==> config.mk <==
export PLATFORM = sky130hd
export DESIGN_NAME = hall_speed_direction_estimator_top
export DESIGN_NICKNAME = d
export VERILOG_FILES = /design/src/hdl/hsd_pkg.sv /design/src/hdl/hsd_divider.sv /design/src/hdl/hsd_direction.sv /design/src/hdl/hall_speed_direction_estimator_top.sv
export SDC_FILE = /design/constraint.sdc
export NUM_CORES = 1
export LEC_CHECK = 0
export BUFFER_PORTS_ARGS = -buffer_cell sky130_fd_sc_hd__buf_2
export CAP_MARGIN = 10
export CORE_UTILIZATION = 46
export DETAILED_ROUTE_END_ITERATION = 7
export HOLD_SLACK_MARGIN = 0.06
export PLACE_DENSITY_LB_ADDON = 0.15
export REMOVE_ABC_BUFFERS = 1
export SYNTH_ARGS = -nofsm -noshare
export SYNTH_HDL_FRONTEND = slang
export SYNTH_SLANG_ARGS = --single-unit
==> constraint.sdc <==
create_clock -name clk -period 14.7 [get_ports clk]
set_clock_uncertainty 0.2 [all_clocks]
set_input_delay 0.735 -clock clk [delete_from_list [all_inputs] [get_ports clk]]
set_output_delay 0.735 -clock clk [all_outputs]
set_load 0.005 [all_outputs]
==> src/hdl/hsd_pkg.sv <==
// Shared types and constants for the Hall speed and direction estimator.
`default_nettype none
package hsd_pkg;

  localparam int CFG_IDX_W  = 2;
  localparam int CFG_DATA_W = 32;

  typedef enum logic [CFG_IDX_W-1:0] {
    CFG_SPEED_SCALE  = 2'd0,
    CFG_STALL_TICKS  = 2'd1,
    CFG_SECTOR_TABLE = 2'd2
  } cfg_idx_t;

  localparam logic [31:0] SPEED_SCALE_RST  = 32'd26666667;
  localparam logic [15:0] STALL_TICKS_RST  = 16'd5000;
  localparam logic [23:0] SECTOR_TABLE_RST = 24'd3226956;

  typedef enum logic [1:0] {
    DIR_INVALID = 2'd0,
    DIR_REVERSE = 2'd1,
    DIR_FORWARD = 2'd2
  } dir_t;

  // Sector steps that mean a valid move; the wrap of a six-sector ring gives +-5.
  localparam logic signed [3:0] STEP_FWD      = -4'sd1;
  localparam logic signed [3:0] STEP_FWD_WRAP = 4'sd5;
  localparam logic signed [3:0] STEP_REV      = 4'sd1;
  localparam logic signed [3:0] STEP_REV_WRAP = -4'sd5;

  localparam logic [31:0] SPEED_MAX = 32'h7FFF_FFFF;

  typedef enum logic [2:0] {
    S_IDLE,
    S_PREP,
    S_AVG,
    S_DIV,
    S_DONE
  } state_t;

endpackage
`default_nettype wire

==> src/hdl/hsd_divider.sv <==
// Bit-serial restoring divider: (scale << FRAC_BITS) / divisor, saturated to 31 bits.
`default_nettype none
module hsd_divider #(
  parameter int FRAC_BITS = 8
) (
  input  logic        clk,
  input  logic        rst,
  input  logic        start,
  input  logic [31:0] scale,
  input  logic [31:0] divisor,
  output logic        done,
  output logic [31:0] quot
);
  import hsd_pkg::*;

  localparam int QW    = 32 + FRAC_BITS;
  localparam int CNT_W = $clog2(QW + 1);

  logic [QW-1:0]    dvd;
  logic [QW-1:0]    q;
  logic [31:0]      rem;
  logic [31:0]      dvsr;
  logic [CNT_W-1:0] cnt;
  logic             busy;

  logic [32:0] trial;
  logic [33:0] diff;
  logic        fits;
  logic        sat;

  // One quotient bit per cycle, dividend bits shifted in from the top.
  assign trial = {rem, dvd[QW-1]};
  assign diff  = {1'b0, trial} - {2'b00, dvsr};
  assign fits  = ~diff[33];

  always_ff @(posedge clk) begin
    if (rst) begin
      busy <= 1'b0;
      done <= 1'b0;
      cnt  <= '0;
    end else begin
      done <= 1'b0;
      if (start) begin
        busy <= 1'b1;
        cnt  <= CNT_W'(QW);
      end else if (busy) begin
        cnt <= cnt - CNT_W'(1);
        if (cnt == CNT_W'(1)) begin
          busy <= 1'b0;
          done <= 1'b1;
        end
      end
    end
  end

  always_ff @(posedge clk) begin
    if (start) begin
      dvd  <= QW'(scale) << FRAC_BITS;
      q    <= '0;
      rem  <= '0;
      dvsr <= divisor;
    end else if (busy) begin
      dvd <= dvd << 1;
      q   <= {q[QW-2:0], fits};
      rem <= fits ? diff[31:0] : trial[31:0];
    end
  end

  // A zero divisor yields an all-ones quotient and saturates here as well.
  assign sat  = |q[QW-1:31];
  assign quot = sat ? SPEED_MAX : {1'b0, q[30:0]};

endmodule
`default_nettype wire

==> src/hdl/hsd_direction.sv <==
// Sector lookup for both Hall codes and step direction decode.
`default_nettype none
module hsd_direction (
  input  logic [23:0]        sector_table,
  input  logic [2:0]         code,
  input  logic [2:0]         prev_code,
  output logic [2:0]         sector_now,
  output hsd_pkg::dir_t      step_dir
);
  import hsd_pkg::*;

  logic [2:0]        sector_prev;
  logic signed [3:0] step;

  assign sector_now  = 3'(sector_table >> (5'd3 * {2'b00, code}));
  assign sector_prev = 3'(sector_table >> (5'd3 * {2'b00, prev_code}));
  assign step        = $signed({1'b0, sector_now}) - $signed({1'b0, sector_prev});

  always_comb begin
    if (step == STEP_FWD || step == STEP_FWD_WRAP) begin
      step_dir = DIR_FORWARD;
    end else if (step == STEP_REV || step == STEP_REV_WRAP) begin
      step_dir = DIR_REVERSE;
    end else begin
      step_dir = DIR_INVALID;
    end
  end

endmodule
`default_nettype wire

==> src/hdl/hall_speed_direction_estimator_top.sv <==
// Top level of the Hall speed and direction estimator.
//
// One input item per control tick: action (0 sample, 1 stop), hall_bits and the
// down-counting timer value. Every item gives exactly one result item.
// Both channels use valid/ready. The block takes one item at a time: in_ready is
// high while no item is in work. A finished result sits in an output register, so
// the next item is accepted while the result still waits for out_ready.
// After acceptance, a stop or a tick without a Hall edge passes through PREP and
// DONE; a tick with an edge passes through PREP, AVG, DIV and DONE, where the
// bit-serial divider produces one quotient bit per cycle of a quotient that is
// 32 + SPEED_FRAC_BITS bits wide. out_valid is registered as the item leaves DONE.
// If the receiver stalls, the finished item waits in its final state until the
// output register frees; speed, direction, idle count and flags are not updated
// before then.
// Configuration writes (cfg_write, cfg_index, cfg_data) take effect at once and
// belong in idle periods. Reset restores the register defaults and clears all
// history: speed, intervals, direction, idle count and the sticky flags.
`default_nettype none
module hall_speed_direction_estimator_top #(
  parameter int TIMER_WIDTH     = 32,
  parameter int SPEED_FRAC_BITS = 8
) (
  input  logic                             clk,
  input  logic                             rst,
  input  logic                             cfg_write,
  input  logic [hsd_pkg::CFG_IDX_W-1:0]    cfg_index,
  input  logic [hsd_pkg::CFG_DATA_W-1:0]   cfg_data,
  input  logic                             in_valid,
  output logic                             in_ready,
  input  logic                             action,
  input  logic [2:0]                       hall_bits,
  input  logic [31:0]                      timer_count,
  output logic                             out_valid,
  input  logic                             out_ready,
  output logic signed [31:0]               speed_est,
  output logic [1:0]                       direction,
  output logic [2:0]                       sector,
  output logic [2:0]                       hall_code,
  output logic [31:0]                      period_avg,
  output logic                             edge_now,
  output logic                             edge_mark,
  output logic                             reversal_mark
);
  import hsd_pkg::*;

  localparam logic [31:0] TMASK = 32'((64'd1 << TIMER_WIDTH) - 64'd1);

  state_t state, state_next;

  logic [31:0] speed_scale;
  logic [15:0] stall_ticks;
  logic [23:0] sector_table;

  logic        item_action;
  logic [2:0]  item_code;
  logic [31:0] item_timer;
  logic [31:0] interval;

  logic [2:0]  prev_code;
  logic [31:0] prev_timer;
  logic [31:0] prev_interval;
  logic [31:0] avg_interval;
  logic [31:0] speed_value;
  dir_t        prev_direction;
  logic [15:0] idle_count;
  logic        edge_flag;
  logic        reversal_flag;

  logic [2:0]  code_next;
  logic [31:0] speed_next;
  dir_t        dir_next;
  logic [15:0] idle_next;
  logic        edge_flag_next;
  logic        reversal_next;
  logic        edge_now_next;

  logic        accept;
  logic        finish;
  logic        div_start;
  logic        div_done;
  logic [31:0] div_quot;
  logic        is_edge;
  logic [32:0] avg_sum;
  logic [15:0] idle_inc;
  logic [2:0]  sector_now;
  dir_t        step_dir;

  hsd_divider #(
    .FRAC_BITS(SPEED_FRAC_BITS)
  ) u_div (
    .clk    (clk),
    .rst    (rst),
    .start  (div_start),
    .scale  (speed_scale),
    .divisor(avg_sum[32:1]),
    .done   (div_done),
    .quot   (div_quot)
  );

  hsd_direction u_dir (
    .sector_table(sector_table),
    .code        (item_code),
    .prev_code   (prev_code),
    .sector_now  (sector_now),
    .step_dir    (step_dir)
  );

  assign accept   = in_valid && in_ready;
  assign is_edge  = !item_action && (item_code != prev_code);
  assign avg_sum  = {1'b0, interval} + {1'b0, prev_interval};
  assign idle_inc = idle_count + 16'd1;

  always_comb begin
    state_next = state;
    unique case (state)
      S_IDLE: if (in_valid) state_next = S_PREP;
      S_PREP: state_next = is_edge ? S_AVG : S_DONE;
      S_AVG:  state_next = S_DIV;
      S_DIV:  if (div_done) state_next = S_DONE;
      S_DONE: if (!out_valid || out_ready) state_next = S_IDLE;
      default: state_next = S_IDLE;
    endcase
  end

  always_comb begin
    in_ready  = 1'b0;
    div_start = 1'b0;
    finish    = 1'b0;
    unique case (state)
      S_IDLE: in_ready = 1'b1;
      S_AVG:  div_start = 1'b1;
      S_DONE: finish = !out_valid || out_ready;
      default: ;
    endcase
  end

  // Per-item history update, applied when the result is written out.
  always_comb begin
    code_next      = prev_code;
    speed_next     = speed_value;
    dir_next       = prev_direction;
    idle_next      = idle_count;
    edge_flag_next = edge_flag;
    reversal_next  = reversal_flag;
    edge_now_next  = 1'b0;
    if (item_action) begin
      speed_next     = '0;
      edge_flag_next = 1'b0;
    end else if (is_edge) begin
      case (step_dir)
        DIR_REVERSE: speed_next = 32'd0 - div_quot;
        default:     speed_next = div_quot;
      endcase
      if (step_dir != prev_direction) begin
        speed_next    = '0;
        reversal_next = 1'b1;
      end
      code_next      = item_code;
      dir_next       = step_dir;
      edge_flag_next = 1'b1;
      idle_next      = '0;
      edge_now_next  = 1'b1;
    end else begin
      idle_next = idle_inc;
      if (idle_inc > stall_ticks) begin
        speed_next = '0;
        idle_next  = '0;
      end
    end
  end

  always_ff @(posedge clk) begin
    if (rst) begin
      state          <= S_IDLE;
      speed_scale    <= SPEED_SCALE_RST;
      stall_ticks    <= STALL_TICKS_RST;
      sector_table   <= SECTOR_TABLE_RST;
      prev_code      <= '0;
      prev_timer     <= '0;
      prev_interval  <= '0;
      avg_interval   <= '0;
      speed_value    <= '0;
      prev_direction <= DIR_INVALID;
      idle_count     <= '0;
      edge_flag      <= 1'b0;
      reversal_flag  <= 1'b0;
      out_valid      <= 1'b0;
    end else begin
      state <= state_next;
      if (cfg_write) begin
        unique case (cfg_index)
          CFG_SPEED_SCALE:  speed_scale  <= cfg_data;
          CFG_STALL_TICKS:  stall_ticks  <= cfg_data[15:0];
          CFG_SECTOR_TABLE: sector_table <= cfg_data[23:0];
          default: ;
        endcase
      end
      if (state == S_AVG) begin
        prev_timer    <= item_timer;
        prev_interval <= interval;
        avg_interval  <= avg_sum[32:1];
      end
      if (finish) begin
        prev_code      <= code_next;
        speed_value    <= speed_next;
        prev_direction <= dir_next;
        idle_count     <= idle_next;
        edge_flag      <= edge_flag_next;
        reversal_flag  <= reversal_next;
        out_valid      <= 1'b1;
      end else if (out_ready) begin
        out_valid <= 1'b0;
      end
    end
  end

  always_ff @(posedge clk) begin
    if (accept) begin
      item_action <= action;
      item_code   <= hall_bits;
      item_timer  <= timer_count & TMASK;
    end
    if (state == S_PREP) begin
      interval <= (prev_timer - item_timer) & TMASK;
    end
    if (finish) begin
      speed_est     <= $signed(speed_next);
      direction     <= dir_next;
      sector        <= sector_now;
      hall_code     <= item_code;
      period_avg    <= avg_interval;
      edge_now      <= edge_now_next;
      edge_mark     <= edge_flag_next;
      reversal_mark <= reversal_next;
    end
  end

endmodule
`default_nettype wire

==> results.tsv <==
metric	value	unit
status	complete, no violations	
fin crit share	36.2	%
DR WL/cell	16.3	um
clock tree buffer depth	3	
HP Class	in2reg	
htree depth	2	
Avg Cell Area, Syn	9.27	um^2
# hold bufs at CTS	0	
GRT overflow	0	
most common cell in the netlist	nand2_1	
Die H	235	um
max-slew violation count	0	
power per standard cell area	143	nW/um^2
Worst EP arrival	5.66	ns
Via density	5.43	
Max VDD drop	0.0853	mV
Synth Instances	2684	
Final setup viols	0	
Area growth syn-to-layout	12.0	%
ys async rst share	0	%
crit path capture type	flip-flop	
final hold violation count	0	
design area	27900	um^2
Pre-antenna DRT Iters	5	
largest cells by area after synthesis	edfxtp_1 25%, dfxtp_1 25%, nand2_1 8.6%	
Yosys cell types	88	
Psw	0.00124	W
IO buf count	151	
mapped cell area	24900	um^2
CP Launch Point	idle_count[0]	
part of the power in registers	42.3	%
WS Path Type	reg2reg	
DRT Wirelength	57.3	mm
ys flop type	dfxtp_1	
Die Wd	235	um
CP required	15.04	ns
GPL Wtd Cong	0.886	
CP max FO	35	
Max Freq	188	MHz
largest net degree at the start of global routing	87	
Final WS setup	9.38	ns
root buffer cell	clkbuf_16	
area post-placement	26100	um^2
Max Cap Viol	0	
Net Sw Frac	31.0	%
initial antenna violation count	0	
Num CTS Buffers	54	
Period minus WS final	5.32	ns
gr usage total	20.9	%
Synth area leader	edfxtp_1	
initial drt markers	1067	
top cell type's share of synthesized area	25.0	%
Critical R2R Launch	idle_count[0]	
Yosys warnings	0	
Post-synth EDFFs	207	
DRC Markers	0	
initial core utilization	47.0	%
Biggest register	u_div.q	
Vias	19000	
Leak	11.3	nW
Antenna Violating Nets Remaining	0	
Comb pwr share	24.4	%
io pins	152	
first-pass GRT wire length	93.3	mm
vias in the first global route	18300	
synth cell count leaders	567 x nand2_1, 307 x dfxtp_1, 261 x a21oi_1, 207 x edfxtp_1, 157 x nor2_1	
Clock Sinks	514	
post-synthesis sequential area ratio	49.7	%
post-CTS sizing	0	
Clk pwr share	33.3	%
Core Region	53000	um^2
hold wc startpoint	timer_count[1]	
RSZ-0062 raised after global routing	false	
# rows	84	
synthesized flop and latch total	514	
CP Launch Type	flip-flop	
CTS tree	done	
postcts setup bufs	0	
HPWL Detailed	39.2	mm
Final nets	2965	
Internal Pwr Total	0.00275	W
Place WS	9.42	ns
Clock Pin Slew Worst Setup and Hold Paths	0.06	ns
fraction of layout cells with a size suffix above 1	11.2	%
ant diodes	0	
Rel. slew slack	29.7	%
measured slew at the worst slew-check pin	1.06	ns
Clock Latency Late Sink	0.61	ns
die area	55000	um^2
max reg flops	40	
Fin Setup TNS	0	ns
[cells by family (layout without fill, tap and decap cells)]
kind of cell    Yosys count  count (layout)  synth area share (%)
compound gates          644             644                  15.9
xor+xnor                111             111                  3.91
fa+ha+maj               121             121                  6.21
buf+inv                 256             386                  3.90
flops                   514             514                  49.7
mux                      66              66                  3.28
simple gates            972             972                  17.1
[cell usage in the layout, fill, tap and decap left out, types with 22 or more instances in the layout]
master / n
nor2b_1: 25
ha_1: 117
xnor2_1: 80
nand2_1: 566
inv_1: 112
nor3_1: 35
xor2_1: 31
dfxtp_1: 306
clkbuf_16: 55
buf_2: 150
a21o_1: 50
nor2_1: 157
edfxtp_1: 207
a31oi_1: 32
o21ai_0: 126
a22o_1: 27
o21a_1: 22
mux2i_1: 49
a21oi_1: 261
nand3_1: 73
[stage by stage]
step                      std cells  hold WS [ns]  utilization [%]  power, W
final                          3502         0.104             52.6   0.00399
after floorplan                2543         0.208                -   0.00244
after global placement         3401         0.214             49.3   0.00267
after global routing           3502        0.0804             52.6   0.00422
after CTS                      3502        0.0626             52.6   0.00403
after detailed placement       3401         0.215             49.3   0.00269
[final cells by class]
type | count | area [um^2]
fillers | 4925 | 25100
repair buffers | 170 | 905
flip-flops and latches | 514 | 12400
inverters | 115 | 438
multi-input cells | 1914 | 11600
clock inverters | 29 | 220
well taps | 688 | 861
clock buffers | 72 | 1510
[metal layers]
layer,vias to the layer above,part of all wire [%],global-route usage [%]
met2,391,45,34.0
li1,9564,-,-
met3,100,4.2,2.65
met4,0,2.8,7.04
met5,-,0,0
met1,8969,48,28.8
[worst max-delay path, stage by stage (launching register included)]
cell	delay (ns)
dfxtp_1	0.41
nand3_1	0.09
nor2_1	0.28
nand2_1	0.15
nor3_1	0.60
nand3_1	0.18
xnor2_1	0.28
ha_1	0.31
nand4_1	0.09
or2_2	0.12
a21oi_1	0.05
a2111oi_0	0.36
o21ba_2	0.41
nor2b_2	0.21
buf_4	0.35
o21a_1	0.88
a22o_1	0.27
[final timing paths]
check / end / slack [ns] / cells after the start
worst max-delay path: speed_value[23] / 9.38 / 16
worst min-delay path: item_timer[1] / 0.10 / 1
worst max register to register: speed_value[23] / 9.38 / 16
worst min register to register: period_avg[6] / 0.23 / 0
[power groups by stage]
stage | Combinational, W | Sequential [W] | Clock, W
2_1_floorplan | 0.000741 | 0.00170 | 0
3_3_place_gp | 0.000955 | 0.00172 | 0
3_5_place_dp | 0.000967 | 0.00172 | 0
6_report | 0.000974 | 0.00169 | 0.00133
5_1_grt | 0.00110 | 0.00170 | 0.00141
4_1_cts | 0.000974 | 0.00169 | 0.00136
Note: power is estimated with default switching activity, not from simulation.
